$ cat config.mk
export PLATFORM = sky130hd
export DESIGN_NAME = pwm_motif_window_scanner
export DESIGN_NICKNAME = d
export VERILOG_FILES = /design/src/hdl/pmws_pkg.sv /design/src/hdl/pmws_ctrl.sv /design/src/hdl/pmws_dpath.sv /design/src/hdl/pwm_motif_window_scanner.sv
export VERILOG_INCLUDE_DIRS = /design/src /design/src/hdl
export SDC_FILE = /design/constraint.sdc
export NUM_CORES = 2
export LEC_CHECK = 0
export BUFFER_PORTS_ARGS = -buffer_cell sky130_fd_sc_hd__buf_2
export CAP_MARGIN = 20
export CORE_ASPECT_RATIO = 2
export CORE_UTILIZATION = 32
export CTS_BUF_LIST = sky130_fd_sc_hd__clkbuf_16
export CTS_CLUSTER_DIAMETER = 80
export DETAILED_ROUTE_END_ITERATION = 7
export PLACE_DENSITY = 0.52
export REMOVE_ABC_BUFFERS = 1
export SLEW_MARGIN = 20
export SYNTH_ARGS = -nofsm -noshare
export SYNTH_HDL_FRONTEND = slang
export SYNTH_HIERARCHICAL = 1
export SYNTH_SLANG_ARGS = --single-unit
$ cat constraint.sdc
create_clock -name clk -period 5.9 [get_ports clk]
set_clock_uncertainty 0.05 [all_clocks]
set_input_delay 0.295 -clock clk [delete_from_list [all_inputs] [get_ports clk]]
set_output_delay 0.295 -clock clk [all_outputs]
set_load 0.005 [all_outputs]
$ cat src/hdl/pwm_motif_window_scanner_assert.svh
// Assertion macros for the motif window scanner.
`ifndef PWM_MOTIF_WINDOW_SCANNER_ASSERT_SVH
`define PWM_MOTIF_WINDOW_SCANNER_ASSERT_SVH
`ifndef NO_ASSERTIONS
`define PMWS_ASSERT_NEVER(label, clk, rst_n, expr) \
    label: assert property (@(posedge clk) disable iff (!rst_n) !(expr)) \
        else $error("assertion failed");
`define PMWS_ASSERT_IMPLY(label, clk, rst_n, cond, expr) \
    label: assert property (@(posedge clk) disable iff (!rst_n) (cond) |-> (expr)) \
        else $error("assertion failed");
`define PMWS_ASSERT_NEXT(label, clk, rst_n, cond, expr) \
    label: assert property (@(posedge clk) disable iff (!rst_n) (cond) |=> (expr)) \
        else $error("assertion failed");
`else
`define PMWS_ASSERT_NEVER(label, clk, rst_n, expr)
`define PMWS_ASSERT_IMPLY(label, clk, rst_n, cond, expr)
`define PMWS_ASSERT_NEXT(label, clk, rst_n, cond, expr)
`endif
`endif

$ cat src/hdl/pmws_pkg.sv
// Shared types and constants for the motif window scanner.
`default_nettype none
package pmws_pkg;
    localparam int MAX_MOTIF      = 32;
    localparam int POS_W          = $clog2(MAX_MOTIF);
    localparam int LEN_W          = POS_W + 1;
    localparam int COST_W         = 16;
    localparam int SCORE_W        = 20;
    localparam int ACC_W          = SCORE_W + 2;
    localparam int SEQ_W          = 32;
    localparam int IN_DATA_W      = 32;
    localparam int OUT_DATA_W     = 104;
    localparam int CFG_IDX_W      = 3;
    localparam int CFG_DATA_W     = 20;

    localparam logic [COST_W-1:0]  UNK_COST  = 16'd1420;
    localparam logic [2:0]         UNK_CODE  = 3'd4;
    localparam logic [SCORE_W-1:0] SCORE_MAX = 20'hFFFFF;

    typedef enum logic [1:0] {
        REQ_LOAD = 2'd0,
        REQ_BASE = 2'd1,
        REQ_NEW  = 2'd2,
        REQ_NONE = 2'd3
    } req_t;

    localparam logic [CFG_IDX_W-1:0] CFG_MOTIF_LEN  = 3'd0;
    localparam logic [CFG_IDX_W-1:0] CFG_CORE_OFF   = 3'd1;
    localparam logic [CFG_IDX_W-1:0] CFG_CORE_LEN   = 3'd2;
    localparam logic [CFG_IDX_W-1:0] CFG_FULL_LIMIT = 3'd3;
    localparam logic [CFG_IDX_W-1:0] CFG_CORE_LIMIT = 3'd4;

    typedef struct packed {
        logic             load;
        logic             clear;
        logic             shift;
        logic             issue;
        logic             issue_minus;
        logic [POS_W-1:0] issue_pos;
        logic             issue_last;
        logic             out_minus;
    } cmd_t;

    typedef struct packed {
        logic             scan_ok;
        logic             hit_p;
        logic             hit_m;
        logic [POS_W-1:0] len_m1;
    } stat_t;

    function automatic logic [2:0] base_code(input logic [7:0] c);
        logic [2:0] r;
        begin
            case (c)
                8'h41, 8'h61:               r = 3'd0;
                8'h43, 8'h63:               r = 3'd1;
                8'h47, 8'h67:               r = 3'd2;
                8'h54, 8'h74, 8'h55, 8'h75: r = 3'd3;
                default:                    r = UNK_CODE;
            endcase
            return r;
        end
    endfunction
endpackage
`default_nettype wire

$ cat src/hdl/pmws_ctrl.sv
// Sequencer for the motif window scanner: accepts beats, steps scoring, emits hits.
`default_nettype none
module pmws_ctrl (
    input  wire logic          clk,
    input  wire logic          rst_n,
    input  wire logic          in_valid,
    input  wire logic [1:0]    in_kind,
    output logic               in_ready,
    output logic               out_valid,
    output logic               out_last,
    input  wire logic          out_ready,
    input  wire pmws_pkg::stat_t stat,
    output pmws_pkg::cmd_t     cmd
);
    import pmws_pkg::*;

    typedef enum logic [6:0] {
        ST_IDLE  = 7'b0000001,
        ST_CHECK = 7'b0000010,
        ST_SCAN  = 7'b0000100,
        ST_DRAIN = 7'b0001000,
        ST_SEL   = 7'b0010000,
        ST_OUT_P = 7'b0100000,
        ST_OUT_M = 7'b1000000
    } state_t;

    state_t           state_reg, state_next;
    logic [POS_W-1:0] pos_reg, pos_next;
    logic             minus_reg, minus_next;

    always_comb
    begin
        state_next      = state_reg;
        pos_next        = pos_reg;
        minus_next      = minus_reg;
        in_ready        = 1'b0;
        out_valid       = 1'b0;
        out_last        = 1'b0;
        cmd             = '0;
        cmd.issue_pos   = pos_reg;
        cmd.issue_minus = minus_reg;
        case (state_reg)
            ST_IDLE:
            begin
                in_ready = 1'b1;
                if (in_valid)
                begin
                    case (req_t'(in_kind))
                        REQ_LOAD: cmd.load = 1'b1;
                        REQ_NEW:  cmd.clear = 1'b1;
                        REQ_BASE:
                        begin
                            cmd.shift  = 1'b1;
                            state_next = ST_CHECK;
                        end
                        default: ;
                    endcase
                end
            end
            ST_CHECK:
            begin
                pos_next   = '0;
                minus_next = 1'b0;
                state_next = stat.scan_ok ? ST_SCAN : ST_IDLE;
            end
            ST_SCAN:
            begin
                cmd.issue      = 1'b1;
                cmd.issue_last = (pos_reg == stat.len_m1);
                if (cmd.issue_last)
                begin
                    pos_next = '0;
                    if (minus_reg)
                        state_next = ST_DRAIN;
                    else
                        minus_next = 1'b1;
                end
                else
                    pos_next = pos_reg + 1'b1;
            end
            ST_DRAIN: state_next = ST_SEL;
            ST_SEL:
            begin
                if (stat.hit_p)
                    state_next = ST_OUT_P;
                else if (stat.hit_m)
                    state_next = ST_OUT_M;
                else
                    state_next = ST_IDLE;
            end
            ST_OUT_P:
            begin
                out_valid = 1'b1;
                out_last  = !stat.hit_m;
                if (out_ready)
                    state_next = stat.hit_m ? ST_OUT_M : ST_IDLE;
            end
            ST_OUT_M:
            begin
                out_valid     = 1'b1;
                out_last      = 1'b1;
                cmd.out_minus = 1'b1;
                if (out_ready)
                    state_next = ST_IDLE;
            end
            default: state_next = ST_IDLE;
        endcase
    end

    always_ff @(posedge clk or negedge rst_n)
    begin
        if (!rst_n)
        begin
            state_reg <= ST_IDLE;
            pos_reg   <= '0;
            minus_reg <= 1'b0;
        end
        else
        begin
            state_reg <= state_next;
            pos_reg   <= pos_next;
            minus_reg <= minus_next;
        end
    end
endmodule
`default_nettype wire

$ cat src/hdl/pmws_dpath.sv
// Datapath: config registers, base window, cost table and score accumulators.
`default_nettype none
module pmws_dpath (
    input  wire logic                          clk,
    input  wire logic                          rst_n,
    input  wire logic                          cfg_we,
    input  wire logic [pmws_pkg::CFG_IDX_W-1:0]  cfg_index,
    input  wire logic [pmws_pkg::CFG_DATA_W-1:0] cfg_wdata,
    input  wire logic [pmws_pkg::IN_DATA_W-1:0]  in_data,
    input  wire pmws_pkg::cmd_t                cmd,
    output pmws_pkg::stat_t                    stat,
    output logic [pmws_pkg::OUT_DATA_W-1:0]    out_data
);
    import pmws_pkg::*;

    logic [LEN_W-1:0]   len_reg, off6, cl_reg;
    logic [POS_W-1:0]   off_reg;
    logic [SCORE_W-1:0] flim_reg, clim_reg;
    logic [2:0]         win_reg [MAX_MOTIF];
    logic [SEQ_W-1:0]   bs_reg;
    logic [COST_W-1:0]  cost_mem [MAX_MOTIF*4];
    logic [COST_W-1:0]  rdata_reg;
    logic               rd_vld_reg, rd_core_reg, rd_unk_reg, rd_last_reg, rd_minus_reg;
    logic [ACC_W-1:0]   full_acc_reg, core_acc_reg;
    logic               hit_p_reg, hit_m_reg;
    logic [SCORE_W-1:0] full_p_reg, core_p_reg, full_m_reg, core_m_reg;

    logic [POS_W-1:0]   entry_pos, win_idx, len_m1;
    logic [1:0]         entry_base, rd_code;
    logic [COST_W-1:0]  entry_cost, cost;
    logic [7:0]         base_char;
    logic [2:0]         b;
    logic [LEN_W:0]     span_end, pos7;
    logic               geo_ok, in_core;
    logic [ACC_W-1:0]   full_sum, core_sum;
    logic [SCORE_W-1:0] full_sat, core_sat;
    logic               hit;
    logic [SEQ_W-1:0]   start_pos;

    assign entry_pos  = in_data[4:0];
    assign entry_base = in_data[6:5];
    assign entry_cost = in_data[22:7];
    assign base_char  = in_data[30:23];

    assign off6     = {1'b0, off_reg};
    assign span_end = {1'b0, off6} + {1'b0, cl_reg};
    assign len_m1   = POS_W'(len_reg - 1'b1);
    assign geo_ok   = (len_reg != '0) && (len_reg <= LEN_W'(MAX_MOTIF)) && (cl_reg != '0)
                      && (span_end <= {1'b0, len_reg});

    assign stat.scan_ok = geo_ok && (bs_reg >= SEQ_W'(len_reg));
    assign stat.hit_p   = hit_p_reg;
    assign stat.hit_m   = hit_m_reg;
    assign stat.len_m1  = len_m1;

    assign win_idx = cmd.issue_minus ? cmd.issue_pos : POS_W'(len_m1 - cmd.issue_pos);
    assign b       = win_reg[win_idx];
    assign rd_code = cmd.issue_minus ? ~b[1:0] : b[1:0];
    assign pos7    = {2'b0, cmd.issue_pos};
    assign in_core = (pos7 >= {1'b0, off6}) && (pos7 < span_end);

    assign cost     = rd_unk_reg ? UNK_COST : rdata_reg;
    assign full_sum = full_acc_reg + ACC_W'(cost);
    assign core_sum = core_acc_reg + (rd_core_reg ? ACC_W'(cost) : '0);
    assign full_sat = (full_sum > ACC_W'(SCORE_MAX)) ? SCORE_MAX : full_sum[SCORE_W-1:0];
    assign core_sat = (core_sum > ACC_W'(SCORE_MAX)) ? SCORE_MAX : core_sum[SCORE_W-1:0];
    assign hit      = (core_sat <= clim_reg) && (full_sat <= flim_reg);

    assign start_pos = bs_reg - SEQ_W'(len_reg) + 1'b1;
    assign out_data  = cmd.out_minus ? {core_m_reg, full_m_reg, bs_reg, start_pos}
                                     : {core_p_reg, full_p_reg, bs_reg, start_pos};

    always_ff @(posedge clk or negedge rst_n)
    begin
        if (!rst_n)
        begin
            len_reg  <= LEN_W'(8);
            off_reg  <= '0;
            cl_reg   <= '0;
            flim_reg <= '0;
            clim_reg <= '0;
        end
        else if (cfg_we)
        begin
            case (cfg_index)
                CFG_MOTIF_LEN:  len_reg  <= cfg_wdata[LEN_W-1:0];
                CFG_CORE_OFF:   off_reg  <= cfg_wdata[POS_W-1:0];
                CFG_CORE_LEN:   cl_reg   <= cfg_wdata[LEN_W-1:0];
                CFG_FULL_LIMIT: flim_reg <= cfg_wdata[SCORE_W-1:0];
                CFG_CORE_LIMIT: clim_reg <= cfg_wdata[SCORE_W-1:0];
                default: ;
            endcase
        end
    end

    always_ff @(posedge clk or negedge rst_n)
    begin
        if (!rst_n)
        begin
            for (int k = 0; k < MAX_MOTIF; k++)
                win_reg[k] <= UNK_CODE;
            bs_reg <= '0;
        end
        else if (cmd.clear)
        begin
            for (int k = 0; k < MAX_MOTIF; k++)
                win_reg[k] <= UNK_CODE;
            bs_reg <= '0;
        end
        else if (cmd.shift)
        begin
            win_reg[0] <= base_code(base_char);
            for (int k = 1; k < MAX_MOTIF; k++)
                win_reg[k] <= win_reg[k-1];
            if (!(&bs_reg))
                bs_reg <= bs_reg + 1'b1;
        end
    end

    always_ff @(posedge clk)
    begin
        if (cmd.load)
            cost_mem[{entry_pos, entry_base}] <= entry_cost;
        rdata_reg <= cost_mem[{cmd.issue_pos, rd_code}];
    end

    always_ff @(posedge clk or negedge rst_n)
    begin
        if (!rst_n)
        begin
            rd_vld_reg   <= 1'b0;
            rd_core_reg  <= 1'b0;
            rd_unk_reg   <= 1'b0;
            rd_last_reg  <= 1'b0;
            rd_minus_reg <= 1'b0;
            full_acc_reg <= '0;
            core_acc_reg <= '0;
            hit_p_reg    <= 1'b0;
            hit_m_reg    <= 1'b0;
        end
        else
        begin
            rd_vld_reg   <= cmd.issue;
            rd_core_reg  <= in_core;
            rd_unk_reg   <= b[2];
            rd_last_reg  <= cmd.issue_last;
            rd_minus_reg <= cmd.issue_minus;
            if (rd_vld_reg)
            begin
                if (rd_last_reg)
                begin
                    full_acc_reg <= '0;
                    core_acc_reg <= '0;
                    if (rd_minus_reg)
                        hit_m_reg <= hit;
                    else
                        hit_p_reg <= hit;
                end
                else
                begin
                    full_acc_reg <= full_sum;
                    core_acc_reg <= core_sum;
                end
            end
        end
    end

    always_ff @(posedge clk)
    begin
        if (rd_vld_reg && rd_last_reg)
        begin
            if (rd_minus_reg)
            begin
                full_m_reg <= full_sat;
                core_m_reg <= core_sat;
            end
            else
            begin
                full_p_reg <= full_sat;
                core_p_reg <= core_sat;
            end
        end
    end
endmodule
`default_nettype wire

$ cat src/hdl/pwm_motif_window_scanner.sv
// Position weight matrix motif scanner: top level.
// Input stream s_axis: tuser is the request kind (load cost entry, base,
// new sequence). Load and new-sequence beats leave the block idle.
// A base beat shifts the window, then, if the window is full and the core
// geometry is valid, both strands are scored by walking the cost table one
// position per cycle through its single read port, plus strand first; the
// hit beats follow once the last cost read has been accumulated.
// Output stream m_axis: zero, one or two hit beats per base, plus strand
// first; tlast marks the final hit of that base.
// One item is in flight at a time: s_axis_tready is high only while idle,
// so a stalled m_axis_tready holds the hit beat and blocks new input.
// Reset clears the window to unknown bases, the position counter to zero
// and the config registers to their defaults; the cost table is not
// cleared and must be loaded before scanning.
// Config port: cfg_we writes cfg_wdata to register cfg_index; the user must
// write only while the block is idle, which the block does not enforce.
`default_nettype none
`include "pwm_motif_window_scanner_assert.svh"
module pwm_motif_window_scanner (
    input  wire logic                            clk,
    input  wire logic                            rst_n,
    input  wire logic                            s_axis_tvalid,
    output logic                                 s_axis_tready,
    // entry_position, entry_base, entry_cost, base_char, zero pad
    input  wire logic [pmws_pkg::IN_DATA_W-1:0]  s_axis_tdata,
    // req_type
    input  wire logic [1:0]                      s_axis_tuser,
    output logic                                 m_axis_tvalid,
    input  wire logic                            m_axis_tready,
    // start_pos, end_pos, full window score, core span score
    output logic [pmws_pkg::OUT_DATA_W-1:0]      m_axis_tdata,
    // hit_strand
    output logic                                 m_axis_tuser,
    output logic                                 m_axis_tlast,
    input  wire logic                            cfg_we,
    input  wire logic [pmws_pkg::CFG_IDX_W-1:0]  cfg_index,
    input  wire logic [pmws_pkg::CFG_DATA_W-1:0] cfg_wdata
);
    import pmws_pkg::*;

    cmd_t  cmd;
    stat_t stat;

    pmws_ctrl u_ctrl (
        .clk       (clk),
        .rst_n     (rst_n),
        .in_valid  (s_axis_tvalid),
        .in_kind   (s_axis_tuser),
        .in_ready  (s_axis_tready),
        .out_valid (m_axis_tvalid),
        .out_last  (m_axis_tlast),
        .out_ready (m_axis_tready),
        .stat      (stat),
        .cmd       (cmd)
    );

    pmws_dpath u_dpath (
        .clk       (clk),
        .rst_n     (rst_n),
        .cfg_we    (cfg_we),
        .cfg_index (cfg_index),
        .cfg_wdata (cfg_wdata),
        .in_data   (s_axis_tdata),
        .cmd       (cmd),
        .stat      (stat),
        .out_data  (m_axis_tdata)
    );

    assign m_axis_tuser = cmd.out_minus;

    `PMWS_ASSERT_NEVER(a_no_overlap, clk, rst_n, s_axis_tready && m_axis_tvalid)
    `PMWS_ASSERT_IMPLY(a_minus_last, clk, rst_n, m_axis_tvalid && m_axis_tuser, m_axis_tlast)
    `PMWS_ASSERT_IMPLY(a_minus_has_hit, clk, rst_n, m_axis_tvalid && m_axis_tuser, stat.hit_m)
    `PMWS_ASSERT_NEXT(a_base_busy, clk, rst_n,
        s_axis_tvalid && s_axis_tready && (s_axis_tuser == REQ_BASE), !s_axis_tready)
endmodule
`default_nettype wire
==> reports/results.txt <==
die height: 796.7 um
vias in the first global route: 65800
GR Util All Layers: 21.98%
worst-skew pair later-pin latency: 900 ps
Worst Path Required: 6630 ps
Hold EP: u_dpath/cost_mem[9][5]
# clock sinks: 2393
r2r endpoint: u_dpath/rdata_reg[3]
Num CTS Buffers: 208
post-DP HPWL: 246700 um
worst hold path depth: 1
Synth Cell Area: 101000 um^2
Final nets: 7981
row cnt: 291
cell count after synthesis: 7003
DP Worst Slack: -531.7 ps
part of the cycle the worst path needs: 98.79%
drt first-iter violations: 5610
GPL Wtd Cong: 0.9594
H-Tree Depth: 4
worst hold path type: primary input to register
CP startpoint kind: register
maximum VDD drop: 340.4 uV
Die X: 399.3 um
Pwr Density: 415.7 nW/um^2
max reg flops: 2048
Core Area: 313900 um^2
Worst Max-Slew Pin Slew: 1248 ps
total gr overflow: 0
Reg2Reg Depth: 20
Initial Util: 32.19%
Die ar.: 318100 um^2
Area Growth Syn to Fin: 18.30%
Reg clk slew, reported paths: 70 ps
DR pass1 iterations: 6
wire per inst: 29.57 um
fin. max-slew vios: 0
CTS Buffer Depth: 4
Critical Path AT: 6560 ps
clock root cell: clkbuf_16
fin crit period: 5828 ps
Final ANT Viol Nets: 0
worst r2r src: u_dpath/len_reg[1]
ys flop type: edfxtp_1
first-pass GRT wire length: 495600 um
crit path capture type: register
critical path class: register to register
YS warnings: 6
largest net degree at the start of global routing: 137
final setup vio count: 0
final WL: 355700 um
status: finished, final reports clean
vias per inst: 5.377
Netlist cell types: 99
final setup margin: 71.60 ps
crit path max fanout: 16
worst hold slack: 13.00 ps
CTS tree: yes
Max Fclk: 171.6 MHz
Vias: 64680
share of cells above drive strength 1: 20.01%
drt drc: 0
max_cap viols: 0
Final Core Density: 38.08%
Rel. slew slack: 15.73%
RSZ-0062 raised after global routing: yes
leak pwr: 42.80 nW
final hold vios: 0
initial antenna violation count: 22
register area share after synthesis: 69.77%
ys async rst share: 10.41%
critical hold path startpoint: s_axis_tdata[12]
count of port buffers added during placement: 167
number of I/O pins: 170
mean post-synth cell area: 14.43 um^2
setup total negative slack: 0 ps
Seq cells post-synth: 2393
EDFF count, synth: 2128
R2R Setup Slk: 70 ps
==> synthesized netlist by cell type (all sizes together), types with 106 or more instances <==
cell / instances / share of area (%)
buf: 202 / 1.2
o21ai: 155 / 0.77
a21oi: 131 / 0.65
inv: 142 / 0.53
and3: 178 / 1.1
edfxtp: 2128 / 63
dfrtp: 215 / 5.3
nand3: 365 / 1.8
a31oi: 106 / 0.66
mux2i: 290 / 2.9
ha: 179 / 2.2
nand2: 990 / 3.7
mux4: 143 / 3.2
a211oi: 159 / 1.2
nor2: 345 / 1.3
clkbuf: 203 / 0.75
==> cell type report <==
type                            count  area, um^2
Clock buffer                      210        5255
Sequential cell                  2393       70500
Tap cell                         4102        5132
Clock inverter                    165        1474
Fill cell                       29630      194300
Timing Repair Buffer              925        7834
Multi-Input combinational cell   4063       28730
Inverter                          142       533.0
Antenna cell                       29       72.57
==> worst max-delay path by stage <==
stage	start	end
3_5_place_dp	u_dpath/len_reg[3]	u_dpath/rdata_reg[3]
5_1_grt	u_dpath/rd_unk_reg	u_dpath/hit_p_reg
4_1_cts	u_dpath/len_reg[1]	u_dpath/rdata_reg[12]
2_1_floorplan	u_ctrl/pos_reg[0]	u_dpath/rdata_reg[6]
6_report	u_dpath/len_reg[1]	u_dpath/rdata_reg[3]
3_3_place_gp	u_dpath/rd_unk_reg	u_dpath/hit_p_reg
==> critical path, stage by stage, from the launching register on <==
cell and delay (ps):
dfrtp_1 400, inv_1 80, ha_1 230, xor2_2 210, ha_1 360, or4b_1 520, o311a_1 210, a31oi_4 260
a22oi_2 140, a311o_1 420, and4_4 260, buf_4 200, buf_4 150, nor2_4 140, buf_12 200, buf_4 250
a221o_1 400, a311oi_1 200, nor4_4 530, nand4_1 260, buf_4 230
==> layer usage <==
metal  vias to the layer above  share of wire (%)  track usage [%]
met2                      2260                 53            40.73
met3                       798                4.7            2.421
met5                         -             0.0062                0
li1                      28150                  -                -
met1                     33460                 32            21.52
met4                         4                 10            18.57
==> power breakdown <==
group / leakage (nW) / internal (W) / switching (W)
sequential: 22.5 / 0.0189 / 0.000255
combinational: 16.9 / 0.00634 / 0.0102
clock: 3.41 / 0.00761 / 0.00639
total: 42.8 / 0.0328 / 0.0169
==> cell usage in the layout, fill, tap and decap left out, types with 26 or more instances in the layout <==
master,count
mux4_2,143
dfstp_2,34
xor2_1,43
xnor2_1,71
nand4_1,67
a32oi_1,45
mux2i_1,282
a211o_1,36
diode_2,29
clkbuf_16,211
nand2b_1,31
clkinv_1,48
inv_1,171
buf_2,151
nor2b_1,75
buf_12,84
a21oi_1,126
bufinv_16,26
o21ai_0,141
clkinv_2,34
dfrtp_1,214
and3_1,175
and2_1,26
o2bb2ai_1,26
a221oi_1,41
nand3_1,365
nand2_1,983
buf_4,620
a31oi_1,103
ha_1,176
nor2_1,305
o22ai_1,29
edfxtp_1,2128
mux2_2,82
dlygate4sd3_1,61
nor2_2,29
a211oi_1,155
a21o_1,32
==> logic make-up (layout without fill, tap and decap cells) <==
kind of cell | after synthesis | count (layout) | synth area share [%]
AOI/OAI and AO/OA | 1000 | 1000 | 7.019
xor gates and xnor gates | 118 | 118 | 1.038
adders and majority gates | 187 | 187 | 2.365
buffers and inverters | 547 | 1442 | 2.461
DFF | 2393 | 2393 | 69.77
muxes | 523 | 523 | 7.116
other | 0 | 29 | 0
and+or+nand+nor | 2235 | 2235 | 10.23
==> stage by stage <==
step	power, W	cells	area [um^2]
finish	0.04969	12030	119500
floorplan	0.02870	6598	99090
global route	0.05145	12020	119500
global placement	0.03570	11550	111600
detailed placement	0.03584	11550	111600
CTS	0.04983	11990	119100
==> what timing repair did <==
| item | 4_1_cts | 5_1_grt |
|---|---|---|
| resized for setup | 11 | 58 |
| hold buffers | 62 | 0 |
| endpoints found under the hold margin | 685 | 0 |
| pin swaps | 3 | 17 |
| cloned | 0 | 2 |
| setup endpoints to repair | 9 | 16 |
| setup buffers | 2 | 7 |
Power figures use the tool's default switching activity.
